## src/pol_pkg.sv

```systemverilog
// ----------------------------------------------------------------------------
// pol_pkg: shared types and constants of the priority ordered slot list
// Entry and wave records passed along the cell row, operation and status codes.
// ----------------------------------------------------------------------------
package pol_pkg;

	localparam int SLOTS  = 32;
	localparam int SLOT_W = 5;
	localparam int PRIO_W = 8;

	// operation codes of the kind field
	localparam logic KIND_INSERT = 1'b0;
	localparam logic KIND_REMOVE = 1'b1;

	typedef enum logic [1:0] {
		ST_DONE      = 2'd0,
		ST_NOT_FOUND = 2'd1,
		ST_PRESENT   = 2'd2
	} status_t;

	typedef enum logic {
		CTL_IDLE,
		CTL_WALK
	} ctl_state_t;

	// one list position held by a cell
	typedef struct packed {
		logic                     valid;
		logic [SLOT_W-1:0]        slot;
		logic signed [PRIO_W-1:0] prio;
	} entry_t;

	// operation travelling down the row, one cell per cycle
	typedef struct packed {
		logic   valid;
		logic   kind;
		logic   flag;   // insert: now shifting down; remove: target already passed
		entry_t carry;  // insert: entry being pushed down; remove: target slot
	} wave_t;

	localparam entry_t ENTRY_NONE = '{valid: 1'b0, slot: '0, prio: '0};

endpackage

```

## src/pol_cell.sv

```systemverilog
// ----------------------------------------------------------------------------
// pol_cell: one position of the sorted slot list
// Holds one entry and applies the passing insert or remove wave, then hands
// the wave on to the next cell in the next cycle.
// ----------------------------------------------------------------------------
module pol_cell (
	input  logic           clk,
	input  logic           arst_n,
	input  pol_pkg::wave_t  wave_i,
	input  pol_pkg::entry_t next_i,
	output pol_pkg::entry_t entry_o,
	output pol_pkg::wave_t  wave_o
);
	import pol_pkg::*;

	logic                     valid_q;
	logic [SLOT_W-1:0]        slot_q;
	logic signed [PRIO_W-1:0] prio_q;
	logic                     wave_valid_q;
	logic                     wave_kind_q;
	logic                     wave_flag_q;
	entry_t                   wave_carry_q;

	entry_t entry_cur;
	entry_t entry_d;
	wave_t  wave_d;
	logic   take;
	logic   hit;

	assign entry_cur = '{valid: valid_q, slot: slot_q, prio: prio_q};

	// apply the wave to this position
	always_comb begin
		entry_d = entry_cur;
		wave_d  = wave_i;
		take    = 1'b0;
		hit     = 1'b0;
		if (wave_i.valid) begin
			if (wave_i.kind == KIND_INSERT) begin
				// new entry goes before the first strictly lower priority
				take = wave_i.flag || !valid_q || (prio_q < wave_i.carry.prio);
				if (take) begin
					entry_d      = wave_i.carry;
					wave_d.carry = entry_cur;
					wave_d.flag  = 1'b1;
				end
			end else begin
				// from the matching position on, pull the neighbor up
				hit         = valid_q && (slot_q == wave_i.carry.slot);
				wave_d.flag = wave_i.flag || hit;
				if (wave_d.flag) begin
					entry_d = next_i;
				end
			end
		end
	end

	// control bits of the entry and the wave
	always_ff @(posedge clk or negedge arst_n) begin
		if (!arst_n) begin
			valid_q      <= 1'b0;
			wave_valid_q <= 1'b0;
		end else begin
			valid_q      <= entry_d.valid;
			wave_valid_q <= wave_d.valid;
		end
	end

	// payload
	always_ff @(posedge clk) begin
		slot_q       <= entry_d.slot;
		prio_q       <= entry_d.prio;
		wave_kind_q  <= wave_d.kind;
		wave_flag_q  <= wave_d.flag;
		wave_carry_q <= wave_d.carry;
	end

	assign entry_o = entry_cur;
	assign wave_o  = '{valid: wave_valid_q, kind: wave_kind_q, flag: wave_flag_q,
		carry: wave_carry_q};

endmodule

```

## src/priority_ordered_list_insert_remove.sv

```systemverilog
// ----------------------------------------------------------------------------
// priority_ordered_list_insert_remove: slot list sorted by signed priority
// A row of cells holds the list in descending priority, head in cell 0.
// Insert and remove travel down the row as a wave, one cell per cycle.
// ----------------------------------------------------------------------------
//  channel  | signals                              | handshake
//  ---------+--------------------------------------+-------------------------
//  command  | kind, slot, priority_req             | start high, busy low
//  result   | status, head_slot, list_empty        | done strobe, one cycle
//
// An operation that links or unlinks raises the done strobe, registered from
// its wave leaving the row: the wave walks all 32 cells, one per cycle.
// A refused insert or a remove of an absent slot answers in the next cycle.
// busy stays high while a wave is in the row. Reset empties the list; the
// result side cannot stall, so done is a plain one-cycle strobe.
module priority_ordered_list_insert_remove (
	input  logic                               clk,
	input  logic                               arst_n,
	input  logic                               start,
	output logic                               busy,
	input  logic                               kind,
	input  logic [pol_pkg::SLOT_W-1:0]         slot,
	input  logic signed [pol_pkg::PRIO_W-1:0]  priority_req,
	output logic                               done,
	output logic [1:0]                         status,
	output logic [pol_pkg::SLOT_W-1:0]         head_slot,
	output logic                               list_empty
);
	import pol_pkg::*;

	ctl_state_t state_q;
	ctl_state_t state_d;

	logic [SLOTS-1:0]  linked_q;
	logic              done_q;
	status_t           status_q;
	logic [SLOT_W-1:0] head_q;
	logic              empty_q;

	entry_t cell_entry [SLOTS];
	wave_t  wave_chain [SLOTS+1];

	logic accept;
	logic present;
	logic launch;
	logic wave_end;

	assign accept   = start && !busy;
	assign present  = linked_q[slot];
	assign launch   = accept && ((kind == KIND_INSERT) ? !present : present);
	assign wave_end = wave_chain[SLOTS].valid;

	// new wave into the head of the row
	assign wave_chain[0] = '{valid: launch, kind: kind, flag: 1'b0,
		carry: '{valid: 1'b1, slot: slot, prio: priority_req}};

	// row of cells
	for (genvar i = 0; i < SLOTS; i++) begin : g_cell
		entry_t next_entry;
		if (i < SLOTS-1) begin : g_mid
			assign next_entry = cell_entry[i+1];
		end else begin : g_last
			assign next_entry = ENTRY_NONE;
		end
		pol_cell u_cell (
			.clk     (clk),
			.arst_n  (arst_n),
			.wave_i  (wave_chain[i]),
			.next_i  (next_entry),
			.entry_o (cell_entry[i]),
			.wave_o  (wave_chain[i+1])
		);
	end

	// next state
	always_comb begin
		state_d = state_q;
		unique case (state_q)
			CTL_IDLE: if (launch) state_d = CTL_WALK;
			CTL_WALK: if (wave_end) state_d = CTL_IDLE;
			default:  state_d = CTL_IDLE;
		endcase
	end

	// state outputs
	always_comb begin
		unique case (state_q)
			CTL_IDLE: busy = 1'b0;
			CTL_WALK: busy = 1'b1;
			default:  busy = 1'b1;
		endcase
	end

	always_ff @(posedge clk or negedge arst_n) begin
		if (!arst_n) begin
			state_q <= CTL_IDLE;
		end else begin
			state_q <= state_d;
		end
	end

	// membership bits follow every accepted link or unlink
	always_ff @(posedge clk or negedge arst_n) begin
		if (!arst_n) begin
			linked_q <= '0;
		end else if (launch) begin
			linked_q[slot] <= (kind == KIND_INSERT);
		end
	end

	// result strobe
	always_ff @(posedge clk or negedge arst_n) begin
		if (!arst_n) begin
			done_q <= 1'b0;
		end else begin
			done_q <= wave_end || (accept && !launch);
		end
	end

	// result payload, head read from cell 0
	always_ff @(posedge clk) begin
		if (wave_end) begin
			status_q <= ST_DONE;
		end else if (kind == KIND_INSERT) begin
			status_q <= ST_PRESENT;
		end else begin
			status_q <= ST_NOT_FOUND;
		end
		head_q  <= cell_entry[0].valid ? cell_entry[0].slot : '0;
		empty_q <= !cell_entry[0].valid;
	end

	assign done       = done_q;
	assign status     = status_q;
	assign head_slot  = head_q;
	assign list_empty = empty_q;

endmodule
```

## config.mk

```make
export PLATFORM = sky130hd
export DESIGN_NAME = priority_ordered_list_insert_remove
export DESIGN_NICKNAME = d
export VERILOG_FILES = /design/src/pol_pkg.sv /design/src/pol_cell.sv /design/src/priority_ordered_list_insert_remove.sv
export SDC_FILE = /design/constraint.sdc
export NUM_CORES = 2
export LEC_CHECK = 0
export BUFFER_PORTS_ARGS = -buffer_cell sky130_fd_sc_hd__buf_4
export CELL_PAD_IN_SITES_DETAIL_PLACEMENT = 2
export CELL_PAD_IN_SITES_GLOBAL_PLACEMENT = 2
export CORE_ASPECT_RATIO = 0.7
export CORE_MARGIN = 5
export CORE_UTILIZATION = 44
export DETAILED_ROUTE_END_ITERATION = 8
export PLACE_DENSITY = 0.91
export SYNTH_ARGS = -nofsm -noshare
export SYNTH_HDL_FRONTEND = slang
export SYNTH_SLANG_ARGS = --single-unit
```

## constraint.sdc

```tcl
create_clock -name clk -period 3.59 [get_ports clk]
set_clock_uncertainty 0.2 [all_clocks]
set_input_delay 0.5385 -clock clk [delete_from_list [all_inputs] [get_ports clk]]
set_output_delay 0.5385 -clock clk [all_outputs]
set_load 0.02 [all_outputs]
```

# Yosys cells after proc, flatten, opt, wreduce, memory -nomap -nowiden
# Cells that the tools add are included.
word_totals:
  reg_bits: 1018
  elab_cells: 853
op_classes:
  n_lt_le_gt_ge: 34
  eq_ne: 64
  muxes: 231
  bitwise: 4
  n_reduce_logical: 231
op_table:
  columns: ["cell", "count"]
  rows:
  - ["two-way mux 14 bit", 126]
  - ["two-way mux 15 bit", 61]
  - ["< comparator 8 bit", 32]
  - ["== test 5 bit", 32]
  - ["AND reduction 3 bit", 32]
  - ["logical OR 1 bit", 95]
  - ["inequality test 2 x 1 -> 1 bit, second input constant", 32]
  - ["nonzero test 2 bit", 32]
  - ["logical AND 1 bit", 36]
  - ["two-way mux 1 bit", 36]
  - ["zero test 1 bit", 35]
  - ["bitwise mux 32 bit", 1]
  - ["two-way mux 13 bit", 2]
  - ["< comparator 5 x 6 -> 1 bit, second input constant", 1]
  - ["binary-select mux 1 bit (select 5 bit)", 1]
  - ["demux 1 bit (select 5 bit)", 1]
  - ["greater-or-equal comparator 5 x 1 -> 1 bit, second input constant", 1]
  - ["inverter 1 bit", 4]
  - ["case mux 1 bit (2 select lines)", 2]
  - ["OR reduction 3 bit", 1]
  - ["two-way mux 2 bit", 1]

# Longest topological paths before layout
logic_depth:
  word_depth: 8
  ltp_mapped: 11
  ltp_nobuf: 9

# Hierarchy
# Synthesis repeated with hierarchy kept, for this count alone.
hier_totals:
  hier_cells: 4078
  area_unflattened_um2: 49731.4
modules_own_cells:
  columns: ["module", "n_inst", "cells_per_inst", "area_per_inst_um2", "seq_area_each_um2"]
  rows:
  - ["pol_cell", 32, 119, 1468.9, 760.7]
  - ["priority_ordered_list_insert_remove", 1, 270, 2726.4, 1011.0]

# Least setup slack after synthesis
# No wires, ideal clock.
synth_timing:
  kind: "input-to-reg"
  start: "input slot[4] in the netlist's numbering"
  end: "register g_cell[0].u_cell.prio_q[0], enable pin"
  setup_time_ps: 387
  arrival_ps: 2634
  required_ps: 3003
  setup_slack_ps: 369
  cell_stages: 9
  n_path_buf: 3
  path_cell_list: "buf_6 or3b_1 buf_2 o22ai_1 nor2_1 o2111a_1 buf_2 xnor2_1 a21oi_1"
synth_between:
  elab_chain_len: 6
synth_lines:
  columns: ["element", "line", "rtl"]
  rows:
  - ["from (decl)", "priority_ordered_list_insert_remove.sv:22", "input logic [pol_pkg::SLOT_W-1:0] slot,"]
  - ["binary-select mux 1 bit (select 5 bit)", "priority_ordered_list_insert_remove.sv:49", "assign present = linked_q[slot];"]
  - ["two-way mux 1 bit (not written as such)", "priority_ordered_list_insert_remove.sv:49", null]
  - ["zero test 1 bit", "priority_ordered_list_insert_remove.sv:50", "assign launch = accept && ((kind == KIND_INSERT) ? !present : present);"]
  - ["two-way mux 1 bit", "priority_ordered_list_insert_remove.sv:50", null]
  - ["logical AND 1 bit", "priority_ordered_list_insert_remove.sv:50", null]
  - ["AND reduction 3 bit (no source line) *", null, null]
  - ["to (signal assigned)", "pol_cell.sv:72", "prio_q <= entry_d.prio;"]
  - ["to (decl)", "pol_cell.sv:18", "logic signed [PRIO_W-1:0] prio_q;"]
# Mark *: on every way between the ends. The rest lies on a longest branch, timed or not. The select of a mux whose other input is x is not followed.
# A chain may end at the register's enable or synchronous reset.

# Worst setup path in the final report
layout_timing:
  start: "register g_cell[3].u_cell.wave_carry_q, in the netlist g_cell[3].u_cell.wave_o[6]"
  end: "register g_cell[4].u_cell.prio_q[2], enable pin"
layout_between:
  elab_chain_len: 4
layout_lines:
  columns: ["element", "line", "rtl"]
  rows:
  - ["from (decl)", "pol_cell.sv:22", "entry_t wave_carry_q;"]
  - ["from (signal assigned)", "pol_cell.sv:75", "wave_carry_q <= wave_d.carry;"]
  - ["< comparator 8 bit", "pol_cell.sv:41", "take = wave_i.flag || !valid_q || (prio_q < wave_i.carry.prio);"]
  - ["logical OR 1 bit", "pol_cell.sv:41", null]
  - ["nonzero test 2 bit (no source line)", null, null]
  - ["AND reduction 3 bit (no source line)", null, null]
  - ["to (signal assigned)", "pol_cell.sv:72", null]
  - ["to (decl)", "pol_cell.sv:18", null]
# Every way passes these cells.

==> flow_summary.yaml <==
setup_path:
  crit_path_max_fanout: 8
  required_ps: 3860
  critical_path_class: "reg2reg"
  crit_chain: "inv_1, ha_1, inv_1, o211ai_1, o21ai_0, nor3b_1, a41oi_1, nor2_1, nor2_1, buf_4"
  crit_path_start_kind: "register"
  cpPeakStageDelay_ps: 610
  arrival_ps: 3840
  slowest_stage: "nor2_1"
  rrSetupSlack_ps: 20
  worstSetupEndpointType: "register"
global_route:
  grt_pass1_vias: 39600
  antenna_found_initial: 2
  globalRouteOverflowTotal: 0
  track_usage_pct: 34.7
  grt_pass1_wl_mm: 283
  grt_max_degree: 66
die:
  rows: 98
  core_mm2: 0.102
  num_io_pins: 27
  die-area_mm2: 0.109
  dieHeight_um: 278
  initial_core_util_pct: 44.2
  die_w_um: 392
synthesis:
  yosysMostFrequentCell: "dfxtp_1"
  ys_async_sr_fraction_pct: 9.63
  yosysWarnings: 0
  syn_nets: 4181
  synth_edf_count: 416
  ys.flop_type: "dfxtp_1"
  synth_cell_types: 67
  ys_ff_latch: 1018
  avgSynthCellArea_um2: 11.4
  synth_common_cells: "dfxtp_1 (504), mux2_2 (467), edfxtp_1 (416)"
  synth_cells: 3940
  synth_top_area_share_pct: 27.7
  yosys.area.top_type: "edfxtp_1"
  synthTopCellsByArea: "edfxtp_1 (28%), dfxtp_1 (22%), mux2_2 (12%)"
  ys_seq_area_share_pct: 55.6
  syn-cell-area_mm2: 0.0450
final_layout:
  finalNonFillerCells: 5450
  final_net_count: 4252
  drive_gt1_share_pct: 18.6
  area_growth_pct: 12.3
  final_cell_area_mm2: 0.0506
  antenna_cells: 0
place:
  dp.cells: 5250
  gp_congestion: 0.816
  dp_slack_ps: -15.4
  io_buffer_count: 26
  hpwl_mm: 106
  placed_area_mm2: 0.0470
clock_tree:
  cts-root-buf: "clkbuf_16"
  clkTransAtPathRegs_ps: 80
  cts_made_buffers: 101
  clk_latency_ps: 780
  cts_buffer_depth: 3
  clock-sinks: 1018
  cts_tree: "done"
  postCtsSetupBuffers: 0
  ctsHtreeMaxLevel: 3
power_and_ir_drop:
  powerDensity_mw_per_mm2: 517
  leakage_nw: 20.4
  power_mw: 26.1
  peakVddDrop_v: 0.000456
routing:
  drt_iter0_markers: 3369
  drcViolationCount: 0
  wire_per_inst_um: 35.3
  dr.pass1.iters: 6
  vias_per_cell: 6.43
  ant_nets: 0
  routed_wl_mm: 193
  vias: 35000
sta:
  setup_viol: 0
  worst_pin_slew_ps: 1310
  period_minus_slack_ps: 3570
  fin_ws_ps: 24.5
  period_share_pct: 99.3
  slew_violations: 0
  fmax_mhz: 280
  hold_viol: 0
  rsz0062_at_grt: "no"
  maxSlewHeadroom_pct: 12.7
job:
  cap_violations: 0
worst_hold_path:
  min_path_type: "in2reg"
run_status:
  outcome: "finished clean"
[cells in the final DEF (no fill, tap or decap), types with 27 or more instances in the layout]
| cell | instances |
|---|---|
| o31ai_1 | 33 |
| xnor2_1 | 52 |
| nand2b_1 | 58 |
| buf_4 | 105 |
| o211ai_1 | 33 |
| o21ai_0 | 404 |
| nand2_1 | 410 |
| edfxtp_1 | 416 |
| a21o_1 | 60 |
| nor2_1 | 77 |
| ha_1 | 224 |
| mux2i_1 | 48 |
| clkbuf_16 | 103 |
| a21oi_1 | 120 |
| mux2_2 | 467 |
| a31oi_1 | 61 |
| nand3_1 | 54 |
| dfrtp_1 | 98 |
| dfxtp_1 | 504 |
| nor2b_1 | 27 |
| xor2_1 | 100 |
| inv_1 | 319 |
[worst max-delay path, delay by kind of cell, from the launching register on]
family	cells	cell delay, ps
adder cells (fa/ha/maj)	1	340
flip-flops	1	430
buffers and inverters	3	530
AND/OR/NAND/NOR	3	980
AO/OA/AOI/OAI	3	760
[final timing paths]
check / from / end / cells past startpoint
hold / removal: priority_req[3] / g_cell[0].u_cell.wave_o[3] / 3
hold reg to reg: g_cell[27].u_cell.wave_valid_q / g_cell[28].u_cell.wave_valid_q / 0
setup / recovery: g_cell[3].u_cell.wave_o[6] / g_cell[4].u_cell.prio_q[2] / 10
min in group asynchronous: arst_n / g_cell[7].u_cell.valid_q / 2
max in group asynchronous: arst_n / g_cell[31].u_cell.valid_q / 3
setup reg to reg: g_cell[3].u_cell.wave_o[6] / g_cell[4].u_cell.prio_q[2] / 10
[sequential cells by signal, indices dropped and copies added, names as in the netlist]
name and cells:
g_cell.u_cell.wave_o 434, list_empty 1, done 1, g_cell.u_cell.wave_valid_q 32, g_cell.u_cell.wave_kind_q 31, g_cell.u_cell.prio_q 256, state_q 1, status 2
linked_q 32, g_cell.u_cell.wave_flag_q 31, head_slot 5, g_cell.u_cell.valid_q 32, g_cell.u_cell.slot_q 160
[power by group]
part	internal (mW)	total (mW)	switching [mW]
clock	6.47	12.1	5.61
sequential	12.3	12.6	0.298
combinational	0.557	1.47	0.915
total	19.3	26.1	6.82
[timing repair]
action,4_1_cts,5_1_grt
hold buffers,8,0
resized for setup,2,4
endpoints found under the hold margin,46,0
endpoints found under the setup margin,23,31
[area by class of cell]
cell class                      count  area (um^2)
Clock buffer                      144         2900
Clock inverter                     48          584
Fill cell                        9745        51300
Inverter                          322         1220
Multi-Input combinational cell   2453        18200
Sequential cell                  1018        25000
Tap cell                         1350         1690
Timing Repair Buffer              115          908
[per-layer routing]
metal	part of all wire, %	GRT usage (%)
met1	37	39.7
met2	51	61.5
met3	5.7	6.39
met4	6.2	18.6
met5	0.0047	0
[cell families after synthesis]
family                   share of synthesized area, %
XOR/XNOR                                         2.96
AO/OA/AOI/OAI                                    10.7
AND/OR/NAND/NOR                                  7.63
buffers and inverters                            4.03
adder cells (fa/ha/maj)                          6.22
flip-flops                                       55.6
multiplexers                                     12.9
[metrics by stage]
| step | setup TNS [ps] | util [%] | hold slack (ps) |
|---|---|---|---|
| final | 0 | 49.6 | 71.1 |
| after global routing | 0 | 49.6 | 60.0 |
| after CTS | 0 | 49.6 | 27.5 |
| after detailed placement | -26.0 | 46.1 | 176 |
| after global placement | 0 | 46.1 | 169 |
| after floorplan | 0 | - | 42.9 |
Power figures use the tool's default switching activity.
